## config.mk

```make
export PLATFORM = sky130hd
export DESIGN_NAME = lease_lock_table
export DESIGN_NICKNAME = d
export VERILOG_FILES = /design/src/rtl/core/llt_pkg.sv /design/src/rtl/core/lease_lock_table.sv
export SDC_FILE = /design/constraint.sdc
export NUM_CORES = 2
export LEC_CHECK = 0
export ABC_AREA = 0
export BUFFER_PORTS_ARGS = -buffer_cell sky130_fd_sc_hd__buf_2
export CORE_MARGIN = 10
export CORE_UTILIZATION = 60
export DETAILED_ROUTE_END_ITERATION = 10
export HOLD_SLACK_MARGIN = 0.15
export PLACE_DENSITY_LB_ADDON = 0.25
export SLEW_MARGIN = 15
export SYNTH_ARGS = -nofsm -noshare
export SYNTH_HDL_FRONTEND = slang
export SYNTH_SLANG_ARGS = --single-unit
```

## constraint.sdc

```tcl
create_clock -name i_clk -period 22.7 [get_ports i_clk]
set_clock_uncertainty 0.1 [all_clocks]
set_input_delay 4.54 -clock i_clk [delete_from_list [all_inputs] [get_ports i_clk]]
set_output_delay 4.54 -clock i_clk [all_outputs]
set_load 0.02 [all_outputs]
```

## src/rtl/core/llt_pkg.sv

```systemverilog
// ----------------------------------------------------------------------------
// llt_pkg
// types and constants shared by the lease lock table
// ----------------------------------------------------------------------------
package llt_pkg;

    localparam int ENTITY_W = 32;
    localparam int SITE_W   = 16;
    localparam int TIME_W   = 48;
    localparam int LEN_W    = 32;

    typedef logic [1:0] t_mode;

    localparam t_mode MODE_ACQUIRE = 2'd0;
    localparam t_mode MODE_RELEASE = 2'd1;
    localparam t_mode MODE_LOCKED  = 2'd2;
    localparam t_mode MODE_OWNER   = 2'd3;

    // one stored lease
    typedef struct packed {
        logic                used;
        logic [ENTITY_W-1:0] entity;
        logic [SITE_W-1:0]   owner;
        logic [TIME_W-1:0]   expiry;
    } t_entry;

    typedef enum logic [1:0] {
        ST_CLEAR,
        ST_IDLE,
        ST_SCAN,
        ST_EXEC
    } t_state;

endpackage

```

## src/rtl/core/lease_lock_table.sv

```systemverilog
// ----------------------------------------------------------------------------
// lease_lock_table
// lease table with acquire, release, is-locked and owner requests
// ----------------------------------------------------------------------------
// a request runs through ST_SCAN, a sweep of the single read port over every
//   slot, and ST_EXEC, in which the write-back is done; o_done is registered
//   from ST_EXEC; the next start transfer is taken only in ST_IDLE, so a new
//   request is not accepted until the previous one has finished
// reset: synchronous; a clearing pass over every slot empties the memory,
//   busy stays high meanwhile; results cannot be stalled by the receiver
module lease_lock_table
    import llt_pkg::*;
#(
    parameter int TABLE_ENTRIES = 16
) (
    input  logic                i_clk,
    input  logic                i_rst_n,
    input  logic                start,
    output logic                busy,
    input  logic [1:0]          i_mode,
    input  logic [ENTITY_W-1:0] i_entity_id,
    input  logic [SITE_W-1:0]   i_site_id,
    input  logic [TIME_W-1:0]   i_now_time,
    input  logic [LEN_W-1:0]    i_lease_length,
    output logic                o_done,
    output logic                o_success,
    output logic                o_locked,
    output logic [SITE_W-1:0]   o_owner,
    output logic                o_owner_valid,
    output logic                o_table_full
);

    localparam int AW = (TABLE_ENTRIES > 1) ? $clog2(TABLE_ENTRIES) : 1;
    localparam logic [AW-1:0] LAST = AW'(TABLE_ENTRIES - 1);

    // lease memory, one word per slot
    t_entry mem [TABLE_ENTRIES];

    t_state r_state, n_state;

    // sweep address, shared by the clearing pass and the request scan
    logic [AW-1:0] r_addr;
    logic          r_issue;

    // read side of the memory
    t_entry        r_rd_data;
    logic          r_rd_vld;
    logic [AW-1:0] r_rd_idx;

    // latched request
    t_mode               r_mode;
    logic [ENTITY_W-1:0] r_entity;
    logic [SITE_W-1:0]   r_site;
    logic [TIME_W-1:0]   r_now;
    logic [LEN_W-1:0]    r_len;

    // scan results
    logic                r_found;
    logic [AW-1:0]       r_match_idx;
    logic [SITE_W-1:0]   r_match_owner;
    logic [TIME_W-1:0]   r_match_expiry;
    logic                r_free_found;
    logic [AW-1:0]       r_free_idx;

    // write port controls
    logic          mem_we;
    logic [AW-1:0] mem_waddr;
    t_entry        mem_wdata;

    // request outcome, valid in ST_EXEC
    logic              live;
    logic              same_owner;
    logic [TIME_W:0]   exp_sum;
    logic [TIME_W-1:0] exp_sat;
    logic              res_success;
    logic              res_locked;
    logic [SITE_W-1:0] res_owner;
    logic              res_owner_valid;
    logic              res_full;
    logic              scan_last;

    assign busy      = (r_state != ST_IDLE);
    assign scan_last = r_rd_vld && (r_rd_idx == LAST);

    // lease is live while its expiry lies strictly after now
    assign live       = r_found && (r_match_expiry > r_now);
    assign same_owner = (r_match_owner == r_site);
    assign exp_sum    = {1'b0, r_now} + {{(TIME_W + 1 - LEN_W){1'b0}}, r_len};
    assign exp_sat    = exp_sum[TIME_W] ? {TIME_W{1'b1}} : exp_sum[TIME_W-1:0];

    // memory: one write port, one registered read port
    always_ff @(posedge i_clk) begin
        if (mem_we) begin
            mem[mem_waddr] <= mem_wdata;
        end
        r_rd_data <= mem[r_addr];
    end

    // next state
    always_comb begin
        n_state = r_state;
        unique case (r_state)
            ST_CLEAR: if (r_addr == LAST) n_state = ST_IDLE;
            ST_IDLE:  if (start) n_state = ST_SCAN;
            ST_SCAN:  if (scan_last) n_state = ST_EXEC;
            ST_EXEC:  n_state = ST_IDLE;
            default:  n_state = ST_CLEAR;
        endcase
    end

    // outputs of the sequencer: memory write and request outcome
    always_comb begin
        mem_we          = 1'b0;
        mem_waddr       = r_addr;
        mem_wdata       = '0;
        res_success     = 1'b0;
        res_locked      = 1'b0;
        res_owner       = '0;
        res_owner_valid = 1'b0;
        res_full        = 1'b0;
        unique case (r_state)
            ST_CLEAR: begin
                // zero word marks the slot free
                mem_we = 1'b1;
            end
            ST_EXEC: begin
                case (r_mode)
                    MODE_ACQUIRE: begin
                        if (!(live && !same_owner)) begin
                            // reuse the entity's slot, else the lowest free one
                            if (r_found || r_free_found) begin
                                mem_we           = 1'b1;
                                mem_waddr        = r_found ? r_match_idx : r_free_idx;
                                mem_wdata.used   = 1'b1;
                                mem_wdata.entity = r_entity;
                                mem_wdata.owner  = r_site;
                                mem_wdata.expiry = exp_sat;
                                res_success      = 1'b1;
                            end else begin
                                res_full = 1'b1;
                            end
                        end
                    end
                    MODE_RELEASE: begin
                        // only the owner frees, expired or not
                        if (r_found && same_owner) begin
                            mem_we      = 1'b1;
                            mem_waddr   = r_match_idx;
                            res_success = 1'b1;
                        end
                    end
                    MODE_LOCKED: begin
                        res_locked = live;
                    end
                    default: begin
                        if (live) begin
                            res_owner       = r_match_owner;
                            res_owner_valid = 1'b1;
                        end
                    end
                endcase
            end
            default: ;
        endcase
    end

    // control registers
    always_ff @(posedge i_clk) begin
        if (!i_rst_n) begin
            r_state  <= ST_CLEAR;
            r_addr   <= '0;
            r_issue  <= 1'b0;
            r_rd_vld <= 1'b0;
            o_done   <= 1'b0;
        end else begin
            r_state  <= n_state;
            r_rd_vld <= (r_state == ST_SCAN) && r_issue;
            o_done   <= (r_state == ST_EXEC);
            case (r_state)
                ST_CLEAR: begin
                    r_addr <= (r_addr == LAST) ? '0 : r_addr + 1'b1;
                end
                ST_IDLE: begin
                    if (start) begin
                        r_addr  <= '0;
                        r_issue <= 1'b1;
                    end
                end
                ST_SCAN: begin
                    if (r_issue) begin
                        if (r_addr == LAST) begin
                            r_issue <= 1'b0;
                        end else begin
                            r_addr <= r_addr + 1'b1;
                        end
                    end
                end
                default: ;
            endcase
        end
    end

    // request latch, scan capture and result registers
    always_ff @(posedge i_clk) begin
        r_rd_idx <= r_addr;
        if (r_state == ST_IDLE && start) begin
            r_mode       <= i_mode;
            r_entity     <= i_entity_id;
            r_site       <= i_site_id;
            r_now        <= i_now_time;
            r_len        <= i_lease_length;
            r_found      <= 1'b0;
            r_free_found <= 1'b0;
        end
        if (r_state == ST_SCAN && r_rd_vld) begin
            // first used slot of the entity
            if (!r_found && r_rd_data.used && r_rd_data.entity == r_entity) begin
                r_found        <= 1'b1;
                r_match_idx    <= r_rd_idx;
                r_match_owner  <= r_rd_data.owner;
                r_match_expiry <= r_rd_data.expiry;
            end
            // lowest free slot
            if (!r_free_found && !r_rd_data.used) begin
                r_free_found <= 1'b1;
                r_free_idx   <= r_rd_idx;
            end
        end
        if (r_state == ST_EXEC) begin
            o_success     <= res_success;
            o_locked      <= res_locked;
            o_owner       <= res_owner;
            o_owner_valid <= res_owner_valid;
            o_table_full  <= res_full;
        end
    end

endmodule
```

### Word-level counts from Yosys, hierarchy flattened

Memories as Yosys holds them, arrays and structs flattened. A register that Yosys moved wholly into a read port is not among the register bits.
Index checks and enable logic that the tools add are counted.

* reductions and logical operators: 27
* bitwise operators: 2
* equal/unequal tests: 15
* order comparisons: 1
* $add $sub $neg: 2
* mux-type cells: 39

Operators with widths (count)
* 97-bit two-way mux: 4
* 48-bit by 32-bit adder with 49-bit output: 1
* 48-bit greater-than comparator: 1
* 48-bit two-way mux: 1
* 4-bit two-way mux: 9
* 32-bit == test: 1
* 16-bit == test: 1
* 1-bit two-way mux: 16
* 4-bit case mux with 3 select lines: 1
* 1-bit logical AND: 10
* 2-bit != test, second input constant: 5
* 4-bit == test, second input constant: 2
* 2-bit case mux with 4 select lines: 1
* 4-bit case mux with 2 select lines: 1
* 2-bit == test, second input constant: 3
* 2-bit two-way mux: 3
* 1-bit case mux with 2 select lines: 3
* 2-bit AND reduction: 3
* 4-bit by 1-bit adder with 4-bit output, second input constant: 1
* 2-bit by 1-bit == test with 1-bit output, second input constant: 2
* 1-bit logical NOT: 4
* 2-bit logical NOT: 2
* 4-bit AND reduction: 1
* 4-bit OR reduction: 1
* 8 further kinds: 9

* output and inout port bits: 22
* memories: 1
* word-level logic and storage cells: 109
* memory bits (writable): 1552
* bits of input ports: 133
* bits in registers: 237

Memory list
* mem: words 16, bits a word 97, rd ports 1, clocked after Yosys merged registers in 1, write ports 1, RTL line lease_lock_table.sv:37 `t_entry mem [TABLE_ENTRIES];`

### Logic depth before layout (Yosys ltp)

* word-level depth: 8
* mapped depth: 14
* depth with buffers taken out: 13

### Least setup slack after synthesis

OpenSTA, ideal clock, no wires.

* path kind: in2reg
* start point: in start
* end point: reg r_entity[0] (enable)
* arrival: 7.154 ns
* stages: 2
* setup time: 0.484 ns
* buffers on the path: 0
* slack: 14.962 ns
* data required time: 22.116 ns
* path through: nand2_1 inv_1

* longest elaborated chain between the ends: 1

RTL lines
* start: declaration: RTL line lease_lock_table.sv:18 `input logic start,`
* 1-bit logical AND: RTL line lease_lock_table.sv:206 `if (r_state == ST_IDLE && start) begin`
* end signal: assignment: RTL line lease_lock_table.sv:208 `r_entity <= i_entity_id;`
* end: declaration: RTL line lease_lock_table.sv:52 `logic [ENTITY_W-1:0] r_entity;`

Every way passes these cells.
A chain may end at the register's enable or synchronous reset.

### Final worst setup path

* start point: reg r_now[47]
* end point: mem mem[7][56] (netlist bit) (enable)

* longest elaborated chain between the ends: 8
* elaborated cells on any way between the ends: 11
* those cells by class: order compare: 1; mux: 8; reduce/logical: 2

RTL lines
* start: declaration: RTL line lease_lock_table.sv:54 `logic [TIME_W-1:0] r_now;`
* start signal: assignment: RTL line lease_lock_table.sv:210 `r_now <= i_now_time;`
* 48-bit greater-than comparator *: RTL line lease_lock_table.sv:86 `assign live = r_found && (r_match_expiry > r_now);`
* 1-bit logical AND *: RTL line lease_lock_table.sv:86
* 1-bit logical AND *: RTL line lease_lock_table.sv:129 `if (!(live && !same_owner)) begin`
* 1-bit two-way mux: RTL line lease_lock_table.sv:129
* 1-bit case mux with 2 select lines: RTL line lease_lock_table.sv:127 `case (r_mode)`
* 1-bit case mux with 2 select lines: RTL line lease_lock_table.sv:121 `unique case (r_state)`
* 1-bit two-way mux: RTL line lease_lock_table.sv:93 `if (mem_we) begin`
* 1-bit two-way mux (implied by the code): RTL line lease_lock_table.sv:94 `mem[mem_waddr] <= mem_wdata;`
* end: declaration: RTL line lease_lock_table.sv:37

Every way passes the cells marked *; elsewhere a longest branch is shown, timed or not.

==> flow_metrics.py <==
metrics = {
    "sta": {
        "timing.final.max_slew_violations": 0,
        "hold_ws_ps": 304,
        "fin_tns_setup_ps": 0,
        "worst-slew-pin-transition_ps": 1210,
        "max_freq_mhz": 125,
        "setup_violations": 0,
        "finalHoldViolCount": 0,
        "worst_slew_margin_rel_pct": 19.6,
        "period_needed_ps": 8000,
        "layout_setup_ws_ps": 14700,
        "rsz_0062_raised_after_global_routing": "no",
        "layout_worst_path_cycle_share_pct": 35.2,
    },
    "route": {
        "drt-vias-per-instance": 6.46,
        "route.detailed.wl_per_inst_um": 30.3,
        "route.detailed.drc": 0,
        "wirelength_mm": 161,
        "drt_iter0_drc": 3639,
        "antenna_left": 0,
        "via_count": 34218,
        "drtPass1Iterations": 8,
    },
    "clock_tree": {
        "post_cts.repair.setup_buffers": 0,
        "insertion_delay_ps": 810,
        "cts_tree": "built",
        "clock-root-buffer": "clkbuf_16",
        "h_tree_levels": 4,
        "number_of_clock_buffers_inserted_by_tritoncts": 183,
        "cts.reportedPaths.clkPinSlew_ps": 60,
        "ctsLongestPathBuffers": 3,
        "tritoncts_num_sinks": 1886,
        "cts-hold-fix-buffers": 0,
        "postCtsResizedCells": 0,
    },
    "worst_setup_path": {
        "worst-path-max-fanout": 67,
        "timing.critical_path.arrival_ps": 8320,
        "setup.worst_path.start_class": "flop",
        "critPathCaptureType": "flop",
        "timing.setup.critical_path_class": "flop to flop",
        "worst-endpoint-required_ps": 23020,
    },
    "synth": {
        "synth-seq-cells": 1886,
        "synth_cells": 3267,
        "postSynth.topFlopCell": "edfxtp_1",
        "avgSynthCellArea_um2": 22.1,
        "synth_fp_nets": 3487,
        "ys_warn_count": 0,
        "async_flop_share_pct": 0,
        "synth_cell_types": 67,
        "synth-edff-count": 1774,
        "synth-seq-area-share_pct": 77.0,
        "synth_area_um2": 72100,
    },
    "die": {
        "die-height_um": 367,
        "io_pins": 155,
        "design.core.area_um2": 120000,
        "fp.dieArea_um2": 134000,
        "floorplan.initialDensity_pct": 60.3,
        "chipWidth_um": 367,
        "fp-row-count": 127,
    },
    "placed_design": {
        "finalWeightedCongestion": 0.859,
        "detailedPlacementHpwl_mm": 87.4,
        "portBuffers": 154,
        "pre_cts_slack_ps": 14800,
    },
    "power": {
        "leakagePower_nw": 24.1,
        "irDropWorstVdd_uv": 107,
        "cellPowerDensity_nw_per_um2": 112,
    },
    "global_route": {
        "antenna_found_initial": 1,
        "grt_max_degree": 121,
        "overflow": 0,
        "grt_pass1_vias": 35672,
        "globalRouteTotalUtil_pct": 24.0,
        "first_pass_grt_wire_length_mm": 239,
    },
    "status": {
        "status": "finished, final reports clean",
    },
    "hold_path": {
        "min-delay-path-class": "flop to flop",
    },
    "flow_run": {
        "timing.max_cap.violations": 0,
    },
    "final_layout": {
        "layout.nets": 3748,
        "area.growth.synth_to_final_pct": 12.3,
        "final_util_pct": 67.7,
        "drive_above_1_share_pct": 27.8,
    },
}
layer usage:
| layer | part of all wire (%) | GRT usage (%) | vias up |
|---|---|---|---|
| met1 | 39 | 32.9 | 18172 |
| met2 | 51 | 39.7 | 1635 |
| met3 | 7.9 | 4.58 | 269 |
| li1 | - | - | 14140 |
| met5 | 0.0081 | 0 | - |
| met4 | 2.5 | 6.66 | 2 |
power by group:
group	switching (mW)	internal, mW	leakage, nW	total (mW)
combinational	0.911	0.735	5.78	1.65
sequential	0.177	4.28	15.4	4.46
clock	1.26	1.71	2.90	2.97
total	2.35	6.72	24.1	9.07
metrics by stage:
step	power [mW]	instances	instance area [µm²]
after CTS	9.14	5296	80900
final	9.07	5298	81000
after detailed placement	6.18	4954	75000
after floorplan	5.67	3267	72100
after global placement	6.13	4954	75000
after global routing	9.39	5297	81000
flip-flops by register name, summed over array words and instances, names as in the netlist, 2 cells and up:
register	cells
mem	1552
r_rd_data	97
r_match_expiry	48
r_now	48
r_entity	32
r_len	32
o_owner	16
r_match_owner	16
r_site	16
r_addr	4
r_free_idx	4
r_match_idx	4
r_rd_idx	4
r_mode	2
r_state	2
cell usage after synthesis (5+ instances only):
library cell / number / area, µm²
inv_1: 63 / 236
nor3_1: 9 / 45.0
buf_1: 45 / 169
ha_1: 86 / 1080
and2_1: 73 / 457
and4_1: 5 / 43.8
a21o_1: 30 / 225
nand2_1: 55 / 206
nor2b_1: 7 / 43.8
mux2i_1: 6 / 60.1
nand3_1: 33 / 165
edfxtp_1: 1774 / 53300
xnor2_1: 45 / 394
clkbuf_1: 94 / 353
o21ai_0: 35 / 175
a21oi_2: 11 / 96.3
a31oi_1: 10 / 62.6
nand4_1: 23 / 144
nor2_1: 38 / 143
a311oi_1: 5 / 43.8
nand2b_1: 11 / 68.8
a211oi_1: 9 / 67.6
o21a_1: 5 / 37.5
and3_1: 11 / 68.8
a21oi_1: 79 / 395
mux4_2: 485 / 10900
xor2_1: 37 / 324
nor4_1: 11 / 68.8
dfxtp_1: 112 / 2240
area by class of cell:
cell class | count | area (µm²)
diodes | 1 | 2.50
well taps | 1612 | 2020
multi-input cells | 1174 | 16000
inverters | 64 | 245
clock inverters | 98 | 907
clock buffers | 244 | 5000
fillers | 7229 | 38700
flip-flops and latches | 1886 | 55500
repair buffers | 219 | 1300
critical path: stages, from the launching register on:
cell	delay [ps]
edfxtp_1	430
inv_1	100
ha_1	310
nand4_1	200
nor4_1	730
nand3_1	390
o21a_1	290
o311ai_2	260
o21ai_1	170
nand2b_2	250
buf_4	400
inv_2	110
buf_4	680
o31a_1	310
nand3_1	360
nor2_4	850
buf_4	800
buf_4	650
final timing paths:
check	from	end	slack, ps	depth (start not counted)
min	r_rd_data[17]	r_match_expiry[17]	300	0
max reg2reg	r_now[47]	mem[7][56]	14700	17
min reg2reg	r_rd_data[17]	r_match_expiry[17]	300	0
max	r_now[47]	mem[7][56]	14700	17
cell families (layout without fill, tap and decap cells):
logic type	after synthesis	in the layout	share of synthesized area, %
multiplexers	494	494	15.3
adder cells (fa/ha/maj)	87	87	1.52
buffers and inverters	207	625	1.10
other	0	1	0
AND/OR/NAND/NOR	289	289	2.16
AO/OA/AOI/OAI	222	222	1.99
XOR/XNOR	82	82	0.996
flip-flops	1886	1886	77.0
placed cells by master, fill, tap and decap left out, types with 28 or more instances in the layout:
| master | instances |
|---|---|
| a21o_1 | 30 |
| a21oi_1 | 76 |
| and2_1 | 73 |
| buf_2 | 154 |
| buf_4 | 62 |
| clkbuf_1 | 46 |
| clkbuf_16 | 187 |
| clkinv_1 | 28 |
| clkinv_2 | 41 |
| dfxtp_1 | 108 |
| edfxtp_1 | 1774 |
| ha_1 | 86 |
| inv_1 | 62 |
| mux4_2 | 485 |
| nand2_1 | 55 |
| nand3_1 | 33 |
| o21ai_0 | 35 |
| xnor2_1 | 45 |
| xor2_1 | 37 |
No activity file was read; power rests on OpenSTA's default activity.
